File: src/sv/utf8_to_ucs2_decode_macros.svh
// Assertion macros shared by the UTF-8 to UCS-2 decoder modules.
`ifndef UTF8_TO_UCS2_DECODE_MACROS_SVH
`define UTF8_TO_UCS2_DECODE_MACROS_SVH

`ifndef SYNTHESIS

// Implication checked at every rising clock edge outside reset.
`define UTF8D_ASSERT(lbl, prop, msg) \
  lbl: assert property (@(posedge clk_i) disable iff (!rst_ni) (prop)) else $error(msg);

// Condition that must never hold outside reset.
`define UTF8D_NEVER(lbl, expr, msg) \
  lbl: assert property (@(posedge clk_i) disable iff (!rst_ni) !(expr)) else $error(msg);

`else

`define UTF8D_ASSERT(lbl, prop, msg)

`define UTF8D_NEVER(lbl, expr, msg)

`endif

`endif

File: src/sv/utf8dec_pkg.sv
// Types and constants shared by the UTF-8 to UCS-2 decoder modules.
package utf8dec_pkg;

  localparam logic [1:0] ST_CHAR = 2'd0;
  localparam logic [1:0] ST_END  = 2'd1;
  localparam logic [1:0] ST_ERR  = 2'd2;

  localparam logic [7:0] LIM_ASCII = 8'h7F;
  localparam logic [7:0] LIM_LEAD2 = 8'hDF;
  localparam logic [7:0] LIM_LEAD3 = 8'hEF;

  typedef enum logic [2:0] {
    OP_END,
    OP_CHAR,
    OP_ERR,
    OP_LEAD2,
    OP_LEAD3,
    OP_MID,
    OP_LAST
  } op_e;

  typedef struct packed {
    op_e        op;
    logic [7:0] data;
  } op_entry_t;

endpackage

File: src/sv/utf8dec_front.sv
// Front end: tracks sequence position and classifies each input byte into an op.
`include "utf8_to_ucs2_decode_macros.svh"

module utf8dec_front
  import utf8dec_pkg::*;
(
  input  logic       clk_i,
  input  logic       rst_ni,
  input  logic       in_valid_i,
  input  logic [7:0] in_byte_i,
  input  logic       q_full_i,
  output logic       push_o,
  output op_entry_t  push_entry_o
);

  logic [1:0] pending_q, pending_d;
  op_e        op;

  assign push_o = in_valid_i && !q_full_i;

  always_comb begin
    pending_d = pending_q;
    op        = OP_ERR;
    if (pending_q == 2'd0) begin
      if (in_byte_i == 8'h00) begin
        op = OP_END;
      end else if (in_byte_i <= LIM_ASCII) begin
        op = OP_CHAR;
      end else if (in_byte_i <= LIM_LEAD2) begin
        op        = OP_LEAD2;
        pending_d = 2'd1;
      end else if (in_byte_i <= LIM_LEAD3) begin
        op        = OP_LEAD3;
        pending_d = 2'd2;
      end else begin
        op = OP_ERR;
      end
    end else if (!in_byte_i[7]) begin
      op        = OP_ERR;
      pending_d = 2'd0;
    end else if (pending_q >= 2'd2) begin
      op        = OP_MID;
      pending_d = 2'd1;
    end else begin
      op        = OP_LAST;
      pending_d = 2'd0;
    end
  end

  assign push_entry_o.op   = op;
  assign push_entry_o.data = in_byte_i;

  always_ff @(posedge clk_i or negedge rst_ni) begin
    if (!rst_ni) begin
      pending_q <= 2'd0;
    end else if (push_o) begin
      pending_q <= pending_d;
    end
  end

  `UTF8D_NEVER(a_pending_range, pending_q == 2'd3, "pending count reached 3")
  `UTF8D_ASSERT(a_lead_from_idle,
                push_o && (op == OP_LEAD2 || op == OP_LEAD3) |-> pending_q == 2'd0,
                "lead op issued mid-sequence")

endmodule

File: src/sv/utf8dec_fifo.sv
// Small op queue between the classifier and the character builder.
`include "utf8_to_ucs2_decode_macros.svh"

module utf8dec_fifo
  import utf8dec_pkg::*;
#(
  parameter int unsigned Depth = 2
) (
  input  logic      clk_i,
  input  logic      rst_ni,
  input  logic      push_i,
  input  op_entry_t push_entry_i,
  output logic      full_o,
  input  logic      pop_i,
  output logic      empty_o,
  output op_entry_t head_o
);

  localparam int unsigned PtrW = (Depth > 1) ? $clog2(Depth) : 1;
  localparam int unsigned CntW = $clog2(Depth + 1);

  op_entry_t       mem_q [Depth];
  logic [PtrW-1:0] wr_ptr_q, rd_ptr_q;
  logic [CntW-1:0] count_q;

  function automatic logic [PtrW-1:0] ptr_inc(input logic [PtrW-1:0] p);
    ptr_inc = (p == PtrW'(Depth - 1)) ? '0 : p + 1'b1;
  endfunction

  assign full_o  = (count_q == CntW'(Depth));
  assign empty_o = (count_q == '0);
  assign head_o  = mem_q[rd_ptr_q];

  always_ff @(posedge clk_i) begin
    if (push_i) begin
      mem_q[wr_ptr_q] <= push_entry_i;
    end
  end

  always_ff @(posedge clk_i or negedge rst_ni) begin
    if (!rst_ni) begin
      wr_ptr_q <= '0;
      rd_ptr_q <= '0;
      count_q  <= '0;
    end else begin
      if (push_i) begin
        wr_ptr_q <= ptr_inc(wr_ptr_q);
      end
      if (pop_i) begin
        rd_ptr_q <= ptr_inc(rd_ptr_q);
      end
      priority if (push_i && !pop_i) begin
        count_q <= count_q + 1'b1;
      end else if (pop_i && !push_i) begin
        count_q <= count_q - 1'b1;
      end else begin
        count_q <= count_q;
      end
    end
  end

  `UTF8D_NEVER(a_no_overflow, push_i && full_o, "push into full queue")
  `UTF8D_NEVER(a_no_underflow, pop_i && empty_o, "pop from empty queue")

endmodule

File: src/sv/utf8dec_back.sv
// Back end: builds characters from queued ops and holds the output register.
`include "utf8_to_ucs2_decode_macros.svh"

module utf8dec_back
  import utf8dec_pkg::*;
(
  input  logic        clk_i,
  input  logic        rst_ni,
  input  logic        empty_i,
  input  op_entry_t   head_i,
  output logic        pop_o,
  output logic        out_valid_o,
  input  logic        out_stall_i,
  output logic [15:0] char_value_o,
  output logic [1:0]  status_o
);

  logic [15:0] accum_q, accum_d;
  logic        out_valid_q;
  logic [15:0] char_q, char_d;
  logic [1:0]  status_q, status_d;
  logic        emits;
  logic        out_free;

  assign out_free = !out_valid_q || !out_stall_i;

  always_comb begin
    accum_d  = accum_q;
    emits    = 1'b0;
    char_d   = 16'h0000;
    status_d = ST_CHAR;
    unique case (head_i.op)
      OP_END: begin
        emits    = 1'b1;
        status_d = ST_END;
      end
      OP_CHAR: begin
        emits  = 1'b1;
        char_d = {8'h00, head_i.data};
      end
      OP_ERR: begin
        emits    = 1'b1;
        status_d = ST_ERR;
        accum_d  = 16'h0000;
      end
      OP_LEAD2: begin
        accum_d = {5'b0, head_i.data[4:0], 6'b0};
      end
      OP_LEAD3: begin
        accum_d = {head_i.data[3:0], 12'h000};
      end
      OP_MID: begin
        accum_d = accum_q | {4'b0, head_i.data[5:0], 6'b0};
      end
      OP_LAST: begin
        emits   = 1'b1;
        char_d  = accum_q | {10'b0, head_i.data[5:0]};
        accum_d = 16'h0000;
      end
      default: begin
        accum_d = accum_q;
      end
    endcase
  end

  assign pop_o = !empty_i && (!emits || out_free);

  always_ff @(posedge clk_i or negedge rst_ni) begin
    if (!rst_ni) begin
      accum_q     <= 16'h0000;
      out_valid_q <= 1'b0;
    end else begin
      if (pop_o) begin
        accum_q <= accum_d;
      end
      if (pop_o && emits) begin
        out_valid_q <= 1'b1;
      end else if (!out_stall_i) begin
        out_valid_q <= 1'b0;
      end
    end
  end

  always_ff @(posedge clk_i) begin
    if (pop_o && emits) begin
      char_q   <= char_d;
      status_q <= status_d;
    end
  end

  assign out_valid_o  = out_valid_q;
  assign char_value_o = char_q;
  assign status_o     = status_q;

  `UTF8D_NEVER(a_no_overwrite, pop_o && emits && out_valid_q && out_stall_i,
               "held result overwritten")
  `UTF8D_ASSERT(a_zero_on_nonchar, out_valid_q && status_q != ST_CHAR |-> char_q == 16'h0000,
                "end or error beat carries a character")

endmodule

File: src/sv/utf8_to_ucs2_decode.sv
// Top level of the UTF-8 to UCS-2 stream decoder.
//
// Input channel: one UTF-8 byte per beat on in_byte_i, in_valid_i / in_stall_o.
// Output channel: char_value_o and status_o per beat, out_valid_o / out_stall_i.
// status: 0 character, 1 end of string (zero byte at idle), 2 malformed sequence.
// Lead and middle bytes of a multi-byte sequence produce no output beat.
// Throughput: one byte per cycle, sustained, while the output is not stalled.
// A byte that completes a result passes through the op queue and then the output
// register before the result is offered, when the op queue is empty.
// The classifier writes each byte into a FifoDepth-entry op queue; the builder
// drains one op per cycle; emitting ops wait for the single output register.
// While the output is stalled, ops that emit nothing keep draining; the queue
// fills and in_stall_o rises once FifoDepth ops wait.
// Reset clears the sequence state, the queue and the output valid; the block
// takes bytes in the first cycle after reset.
`include "utf8_to_ucs2_decode_macros.svh"

module utf8_to_ucs2_decode
  import utf8dec_pkg::*;
#(
  parameter int unsigned FifoDepth = 2
) (
  input  logic        clk_i,
  input  logic        rst_ni,
  input  logic        in_valid_i,
  output logic        in_stall_o,
  input  logic [7:0]  in_byte_i,
  output logic        out_valid_o,
  input  logic        out_stall_i,
  output logic [15:0] char_value_o,
  output logic [1:0]  status_o
);

  logic      q_full, q_empty, push, pop;
  op_entry_t push_entry, head;

  assign in_stall_o = q_full;

  utf8dec_front u_front (
    .clk_i        (clk_i),
    .rst_ni       (rst_ni),
    .in_valid_i   (in_valid_i),
    .in_byte_i    (in_byte_i),
    .q_full_i     (q_full),
    .push_o       (push),
    .push_entry_o (push_entry)
  );

  utf8dec_fifo #(
    .Depth (FifoDepth)
  ) u_fifo (
    .clk_i        (clk_i),
    .rst_ni       (rst_ni),
    .push_i       (push),
    .push_entry_i (push_entry),
    .full_o       (q_full),
    .pop_i        (pop),
    .empty_o      (q_empty),
    .head_o       (head)
  );

  utf8dec_back u_back (
    .clk_i        (clk_i),
    .rst_ni       (rst_ni),
    .empty_i      (q_empty),
    .head_i       (head),
    .pop_o        (pop),
    .out_valid_o  (out_valid_o),
    .out_stall_i  (out_stall_i),
    .char_value_o (char_value_o),
    .status_o     (status_o)
  );

endmodule

File: config.mk
export PLATFORM = sky130hd
export DESIGN_NAME = utf8_to_ucs2_decode
export DESIGN_NICKNAME = d
export VERILOG_FILES = /design/src/sv/utf8dec_pkg.sv /design/src/sv/utf8dec_front.sv /design/src/sv/utf8dec_fifo.sv /design/src/sv/utf8dec_back.sv /design/src/sv/utf8_to_ucs2_decode.sv
export VERILOG_INCLUDE_DIRS = /design/src /design/src/sv
export SDC_FILE = /design/constraint.sdc
export NUM_CORES = 1
export LEC_CHECK = 0
export BUFFER_PORTS_ARGS = -buffer_cell sky130_fd_sc_hd__buf_4
export CORE_ASPECT_RATIO = 0.7
export CORE_MARGIN = 4
export CORE_UTILIZATION = 61
export DETAILED_ROUTE_END_ITERATION = 8
export PLACE_DENSITY_LB_ADDON = 0.25
export SLEW_MARGIN = 20
export SYNTH_ARGS = -nofsm -noshare
export SYNTH_HDL_FRONTEND = slang
export SYNTH_HIERARCHICAL = 1
export SYNTH_SLANG_ARGS = --single-unit
File: constraint.sdc
create_clock -name clk_i -period 5.4 [get_ports clk_i]
set_input_delay 0 -clock clk_i [delete_from_list [all_inputs] [get_ports clk_i]]
set_output_delay 0 -clock clk_i [all_outputs]
set_load 0.03 [all_outputs]
## Word-level counts from Yosys, hierarchy flattened

Memories as Yosys holds them, arrays and structs flattened.
Index checks and enable logic that the tools add are counted.

- Bits of input ports: 12
- Memories: 1
- Logic and storage cells: 80
- Register bits after elaboration: 41
- Output and inout port bits: 20
- Memory bits (writable): 22

- Add/subtract/negate cells: 4
- Equality and inequality tests: 11
- Bitwise gates (word level): 2
- Magnitude comparators: 4
- Muxes and demuxes: 26
- Reduce and logical (&&, ||, !) cells: 24

Memories:

| memory | words | bits a word | read ports | clocked after memory_dff | wr ports | RTL line | RTL |
|---|---|---|---|---|---|---|---|
| u_fifo.mem_q | 2 | 11 | 1 | 0 | 1 | utf8dec_fifo.sv:22 | `op_entry_t mem_q [Depth];` |

Operators with widths:

| kind | number |
|---|---|
| 16-bit case mux with 4 select lines | 1 |
| 16-bit case mux with 2 select lines | 1 |
| 2-bit two-way mux | 9 |
| 3-bit two-way mux | 6 |
| 8-bit less-or-equal comparator (second input constant) | 2 |
| 16-bit by 12-bit bitwise OR with 16-bit output | 1 |
| 16-bit by 6-bit bitwise OR with 16-bit output | 1 |
| 3-bit == test (second input constant) | 3 |
| 8-bit by 7-bit less-or-equal comparator with 1-bit output (second input constant) | 1 |
| 8-bit zero test | 1 |
| 1-bit two-way mux | 8 |
| 1-bit zero test | 7 |
| 3-bit by 2-bit == test with 1-bit output (second input constant) | 2 |
| 1-bit logical AND | 5 |
| 2-bit zero test | 2 |
| 2-bit != test (second input constant) | 2 |
| 2-bit case mux with 2 select lines | 1 |
| 4-bit AND reduction | 1 |
| 4-bit nonzero test | 1 |
| 4-bit OR reduction | 1 |
| 3-bit by 1-bit == test with 1-bit output (second input constant) | 1 |
| 3-bit zero test | 1 |
| 3-bit != test (second input constant) | 1 |
| 1-bit adder (second input constant) | 2 |
| 9 further kinds | 10 |

## Depth between registers and ports, before layout

Gate-level depths: netlist of the first run.
An unclocked memory read counts as a cell.

- Depth after elaboration: 10
- Gate-level depth with buffers: 11
- Mapped depth without buffers: 9

## By module

The synthesis of the first run kept the hierarchy.

By module, submodules not included:

| module | seq. area each (µm²) | times used | area an instance (µm²) | cells each |
|---|---|---|---|---|
| utf8dec_back | 815.8 | 1 | 1,270.0 | 89 |
| utf8dec_fifo | 760.7 | 1 | 1,016.0 | 50 |
| utf8dec_front | 50.0 | 1 | 219.0 | 28 |

## Least setup slack after synthesis of the first run

OpenSTA, ideal clock, no wires.

- Path type: register to register
- From: register u_fifo.rd_ptr_q
- To: register u_back.char_q[0], in the netlist u_back/char_value_o[0], enable pin
- Data required time: 4.984 ns
- Clock period less this slack: 3.021 ns
- Library setup time: 0.416 ns
- Setup slack: 2.379 ns
- Buffers on the path: 2
- Stages on the path, launching flop included: 6
- Arrival time: 2.606 ns
- Cell sequence: dfrtp_1 > buf_6 > mux2_4 > buf_6 > mux2_4 > nor3_1

RTL lines:

| what | RTL line | RTL |
|---|---|---|
| start, declared | utf8dec_fifo.sv:23 | `logic [PtrW-1:0] wr_ptr_q, rd_ptr_q;` |
| start signal, assigned | utf8dec_fifo.sv:50 | `rd_ptr_q <= ptr_inc(rd_ptr_q);` |
| end signal, assigned | utf8dec_back.sv:86 | `char_q <= char_d;` |
| end, declared | utf8dec_back.sv:20 | `logic [15:0] char_q, char_d;` |

==> reports/metrics.yaml, run 1 <==
global_route:
  grt_use_total_pct: 19.27
  grt_pass1_vias: 1450
  overflow: 0
  grt_max_degree: 19
  grt_pass1_wl_mm: 7.134
  antenna_found_initial: 0
cts:
  cts_tree: "done"
  cts_buffer_depth: 2
  numCtsBuffers: 9
  postCtsSetupBuffers: 0
  clk_pin_slew_ps: 60
  cts.sinks: 57
  htreeDepth: 3
  clkLatencyLatePin_ps: 330
  cts-root-buf: "clkbuf_8"
  cts_resized: 0
  hold_buffers: 10
synth:
  synth_area_leaders: "edfxtp_1 (48%), dfrtp_1 (17%), mux2_4 (6.0%)"
  synth_area_leader_cell: "edfxtp_1"
  netlist.area_leader.share_pct: 47.95
  syn_inst: 167
  syn-num-nets: 180
  ys_seq_elements: 57
  synth.most_common_cell: "edfxtp_1"
  synthDistinctLibCells: 38
  netlist_area_um2: 2505
  ys_top_cells_by_count: "edfxtp_1 (40), dfrtp_1 (17), mux2_4 (10)"
  yosysSeqAreaShare_pct: 64.94
  ys_warn_count: 6
  synth_area_per_cell_um2: 15.00
  synth_ff_type: "edfxtp_1"
  synth_edf_count: 40
  synth-async-reset-ratio_pct: 29.82
floorplan:
  rows: 19
  core_um2: 3946
  start_util_pct: 63.47
  fp.dieW_um: 84.59
  io_pins: 32
  die_h_um: 61.62
  die-area_um2: 5212
power:
  seqPwrFrac_pct: 40.4
  p_sw_share_pct: 37.42
  internal_power_mw: 1.197
  peakVddDrop_mv: 0.3668
  power.density_nw_per_um2: 645.4
  share_comb_of_total_power_pct: 41.7
  leakagePower_nw: 1.201
  pwr-share-clk_pct: 17.9
  p_sw_mw: 0.7156
outcome:
  outcome: "finished, final reports clean"
worst_setup_path:
  slowest_delay_ps: 740
  required_ps: 5600
  r2r_cells: 9
  cp_slowest_cell: "dfrtp_1"
  critPathCaptureType: "flop"
  crit_type: "flop to flop"
  reg2reg_from: "u_fifo/rd_ptr_q"
  cp_num_buf_inv: 1
  crit_top_cell: "nor2_1"
  arrival_ps: 2830
  cpLargestDelayFamily: "multiplexers"
  r2r_setup_slack_ps: 2770
  crit_path_cell_trace: "mux2_4 > mux2_4 > nor2_1 > nor2_1 > inv_1 > ha_1 > xor2_1 > nor2_1 > xor2_1"
  start_kind: "flop"
  cp_max_fo: 12
  r2r_end: "u_fifo/count_q[1]"
routing:
  wire_per_inst_um: 16.77
  route.antenna.remaining_nets: 0
  routed-via-count: 1420
  routed_wl_mm: 4.394
  drcViolationCount: 0
  drt_iter0_markers: 95
  first_pass_iters: 4
  viasPerCell: 5.420
layout:
  areaGrowthSynthToFinish_pct: 18.28
  drive_gt1_share_pct: 29.05
  stdcell_count: 262
  final_nets: 218
  fillers: 248
  antenna_cells: 0
placed_design:
  gp_congestion: 0.8268
  portBuffers: 31
  numPlacedInstances: 236
  dp_hpwl_mm: 2.917
job:
  max-cap-violations: 0
timing:
  worst_clock_skew_ps: 10.90
  setup_viol: 0
  finalSetupTns_ps: 0
  tightest_slew_ps: 1020
  slew_headroom_pct: 31.88
  grt_setup_unrepaired: "no"
  clock.fmax_mhz: 380.7
  fin_crit_ps: 2627
  finalHoldViolCount: 0
  drv_slew: 0
  finalCritPeriodShare_pct: 48.65
min_path:
  whs_endpoint: "u_front/pending_q[1]"
  hold_path_class: "primary input to flop"
  hp-start: "in_valid_i"
  min_path_cells: 4
metal layers:
metal / wire (um) / track usage [%] / part of all wire [%] / vias up
met5: 0 / 0 / 0 / -
li1: - / - / - / 676
met3: 322 / 9.492 / 7.3 / 7
met1: 1937 / 23.81 / 44 / 684
met2: 2061 / 29.88 / 47 / 53
met4: 72 / 7.449 / 1.6 / 0
state kept, by name, summed over array words and instances (netlist names):
name                 flops
u_fifo/mem_q            22
u_back/char_value_o     16
u_back/accum_q          10
u_back/status_o          2
u_fifo/count_q           2
u_front/pending_q        2
u_back/out_valid_o       1
u_fifo/rd_ptr_q          1
u_fifo/wr_ptr_q          1
logic make-up after synthesis:
kind of cell               count (synthesis)  synth area share, %
buffers and inverters                     20                5.744
adders and majority gates                  1               0.4994
muxes                                     16                8.491
AOI/OAI and AO/OA                         20                6.344
DFF                                       57                64.94
and+or+nand+nor                           47                11.89
xor gates and xnor gates                   6                2.098
placed cells by master (no fill, tap or decap), types with 5 or more instances in the layout:
cell           Yosys  final
mux2_4            10     10
edfxtp_1          40     40
dfrtp_1           17     17
clkbuf_8           0     11
clkbuf_1           0      5
nor2b_1            8      8
buf_4              8     31
a22o_1             5      5
inv_1              6      6
dlygate4sd3_1      0     10
and2_1             9      9
nor2_1             6      6
nand2_1            9      9
power groups by stage:
stage          Combinational [mW]  Clock, mW  Sequential [mW]
2_1_floorplan               0.473          0            0.902
3_3_place_gp                0.754          0            0.770
3_5_place_dp                0.779          0            0.780
4_1_cts                     0.793      0.351            0.776
5_1_grt                     0.851      0.377            0.791
6_report                    0.798      0.341            0.773
area by class of cell:
type | count | area (um^2) | share of cell area [%]
multi-input cells | 90 | 745.7 | 25.17
well taps | 52 | 65.06 | 2.196
flip-flops and latches | 57 | 1627 | 54.90
inverters | 6 | 22.52 | 0.7601
clock buffers | 16 | 170.2 | 5.743
repair buffers | 41 | 332.8 | 11.23
worst min-delay path, delay by kind of cell:
family,cells,cell delay (ps)
AO/OA/AOI/OAI,1,60
buffers and inverters,1,80
AND/OR/NAND/NOR,2,190
stage by stage:
stage               total power [mW]  cell area, um^2  utilization, %  hold slack [ps]  setup slack, ps
floorplan                      1.375             2505               -           -295.6             2379
global placement               1.524             2686           68.07           -119.5             2633
detailed placement             1.559             2686           68.07           -112.0             2536
CTS                            1.920             2957           74.92            18.46             2504
global route                   2.019             2963           75.08            48.72             2636
finish                         1.912             2963           75.08            35.24             2773
worst max-delay path by stage:
stage / start / endpoint / slack (ps) / depth (start not counted)
floorplan: u_fifo/rd_ptr_q / u_back/char_value_o[0] / 2380 / 5
global placement: u_fifo/rd_ptr_q / u_back/char_value_o[14] / 2630 / 3
detailed placement: u_fifo/rd_ptr_q / u_back/char_value_o[13] / 2540 / 3
CTS: u_fifo/rd_ptr_q / u_back/char_value_o[13] / 2500 / 3
global route: u_fifo/rd_ptr_q / u_fifo/count_q[1] / 2640 / 9
finish: u_fifo/rd_ptr_q / u_fifo/count_q[1] / 2770 / 9
Power figures use the tool's default switching activity.
==> inputs of run 2 (changes only) <==
--- a/config.mk
+++ b/config.mk
@@ -9,7 +9,7 @@
 export BUFFER_PORTS_ARGS = -buffer_cell sky130_fd_sc_hd__buf_4
 export CORE_ASPECT_RATIO = 0.7
 export CORE_MARGIN = 4
-export CORE_UTILIZATION = 61
+export CORE_UTILIZATION = 57
 export DETAILED_ROUTE_END_ITERATION = 8
 export PLACE_DENSITY_LB_ADDON = 0.25
 export SLEW_MARGIN = 20
==> constraint.sdc (replaced) <==
create_clock -name clk_i -period 2.6 [get_ports clk_i]
set_input_delay 0 -clock clk_i [delete_from_list [all_inputs] [get_ports clk_i]]
set_output_delay 0 -clock clk_i [all_outputs]
set_load 0.03 [all_outputs]
==> reports/metrics.yaml, run 2 (synthesis gave the netlist of run 1 again) <==
cts:
  postCtsSetupBuffers: 0
  cts.sinks: 57
  clkLatencyLatePin_ps: 330
  hold_buffers: 10
  cts_resized: 0
  numCtsBuffers: 9
  cts-root-buf: "clkbuf_8"
  htreeDepth: 3
  cts_tree: "done"
  cts_buffer_depth: 2
  clk_pin_slew_ps: 60
layout:
  areaGrowthSynthToFinish_pct: 20.48
  stdcell_count: 265
  antenna_cells: 0
  drive_gt1_share_pct: 31.46
  fillers: 238
  largest_reg_flops: 22
  final_nets: 221
  regMostFlops: "u_fifo/mem_q"
  final_common_cell: "edfxtp_1"
  final_cell_mix: "edfxtp_1 (40), buf_4 (34), dfrtp_1 (17), dlygate4sd3_1 (10), mux2_4 (10)"
  final_area_um2: 3018
global_route:
  grt_pass1_wl_mm: 7.072
  grt_use_total_pct: 17.64
  grt_pass1_vias: 1432
  antenna_found_initial: 0
  grt_max_degree: 19
  overflow: 0
routing:
  first_pass_iters: 4
  drt_iter0_markers: 54
  routed-via-count: 1423
  routed_wl_mm: 4.173
  drcViolationCount: 0
  wire_per_inst_um: 15.75
  route.antenna.remaining_nets: 0
  viasPerCell: 5.370
power:
  peakVddDrop_mv: 1.012
  p_sw_mw: 1.489
  power.density_nw_per_um2: 1366
  internal_power_mw: 2.632
  share_comb_of_total_power_pct: 41.0
  leakagePower_nw: 1.233
  pwr-share-clk_pct: 21.0
  seqPwrFrac_pct: 38.0
  p_sw_share_pct: 36.13
timing:
  clock.fmax_mhz: 454.4
  finalHoldViolCount: 0
  fin_crit_ps: 2201
  finalSetupTns_ps: 0
  finalCritPeriodShare_pct: 84.64
  drv_slew: 0
  timing.final.ws_setup_ps: 399.2
  hold_ws_ps: 48.03
  worst_clock_skew_ps: 5.815
  slew_headroom_pct: 59.03
  tightest_slew_ps: 612.3
  setup_viol: 0
  grt_setup_unrepaired: "no"
worst_setup_path:
  critPathCaptureType: "flop"
  cp_max_fo: 9
  cp_num_buf_inv: 1
  required_ps: 2850
  crit_path_cell_trace: "mux2_4 > mux2_4 > nor2_1 > nor2_1 > inv_1 > ha_1 > nor2_1 > xor2_1"
  start_kind: "flop"
  cp_slowest_cell: "dfrtp_1"
  arrival_ps: 2450
  crit_top_cell: "nor2_1"
  crit_type: "flop to flop"
  cpLargestDelayFamily: "multiplexers"
  slowest_delay_ps: 470
  r2r_cells: 8
  crit_cells: 8
min_path:
  hold_path_class: "primary input to flop"
  min_path_cells: 4
floorplan:
  rows: 19
  core_um2: 4065
  die-area_um2: 5536
  fp.dieW_um: 87.24
  die_h_um: 63.47
  io_pins: 32
  start_util_pct: 61.62
placed_design:
  postPlaceCellArea_um2: 2709
  dp_hpwl_mm: 2.928
  dp_slack_ps: 383.9
  portBuffers: 31
  numPlacedInstances: 239
  gp_congestion: 0.7640
job:
  max-cap-violations: 0
outcome:
  outcome: "finished, final reports clean"
==> run 2: stage by stage <==
stage | power, mW | util, %
finish | 4.121 | 74.24
global route | 4.367 | 74.24
CTS | 4.161 | 74.24
detailed placement | 3.269 | 66.64
global placement | 3.200 | 66.64
floorplan | 2.860 | -
==> run 2: path summary, 6_finish.rpt <==
path,slack (ps),to,startpoint
max in group asynchronous,2320,u_back/accum_q[12],rst_ni
max,400,u_fifo/count_q[1],u_fifo/rd_ptr_q
min in group asynchronous,80,u_front/pending_q[1],rst_ni
min,50,u_front/pending_q[1],in_valid_i
min reg2reg,490,u_fifo/wr_ptr_q,u_fifo/wr_ptr_q
max reg2reg,400,u_fifo/count_q[1],u_fifo/rd_ptr_q
==> run 2: power groups by stage <==
| stage | Combinational [mW] | Clock [mW] | Sequential (mW) |
|---|---|---|---|
| finish | 1.69 | 0.864 | 1.57 |
| global route | 1.82 | 0.937 | 1.61 |
| CTS | 1.70 | 0.887 | 1.57 |
| detailed placement | 1.68 | 0 | 1.59 |
| global placement | 1.64 | 0 | 1.56 |
| floorplan | 0.990 | 0 | 1.87 |
==> run 2: layout make-up <==
cell class / count / area, um^2 / share of cell area, %
Inverter: 6 / 22.52 / 0.7463
Sequential cell: 57 / 1627 / 53.90
Clock inverter: 7 / 85.08 / 2.819
Timing Repair Buffer: 44 / 355.3 / 11.77
Multi-Input combinational cell: 90 / 739.5 / 24.50
Tap cell: 52 / 65.06 / 2.156
Clock buffer: 9 / 123.9 / 4.104
==> run 2: worst reg2reg max path, delay by kind of cell, from the launching register on <==
kind / cells / cell delay [ps]
flops: 1 / 470
buf+inv: 1 / 90
mux: 2 / 740
xor+xnor: 1 / 170
simple gates: 3 / 420
fa+ha+maj: 1 / 250
==> run 2: routing by layer <==
| layer | track usage [%] | wire (um) |
|---|---|---|
| met4 | 6.513 | 57 |
| met2 | 25.66 | 1891 |
| met3 | 9.115 | 447 |
| met5 | 0 | 0 |
| met1 | 22.53 | 1777 |
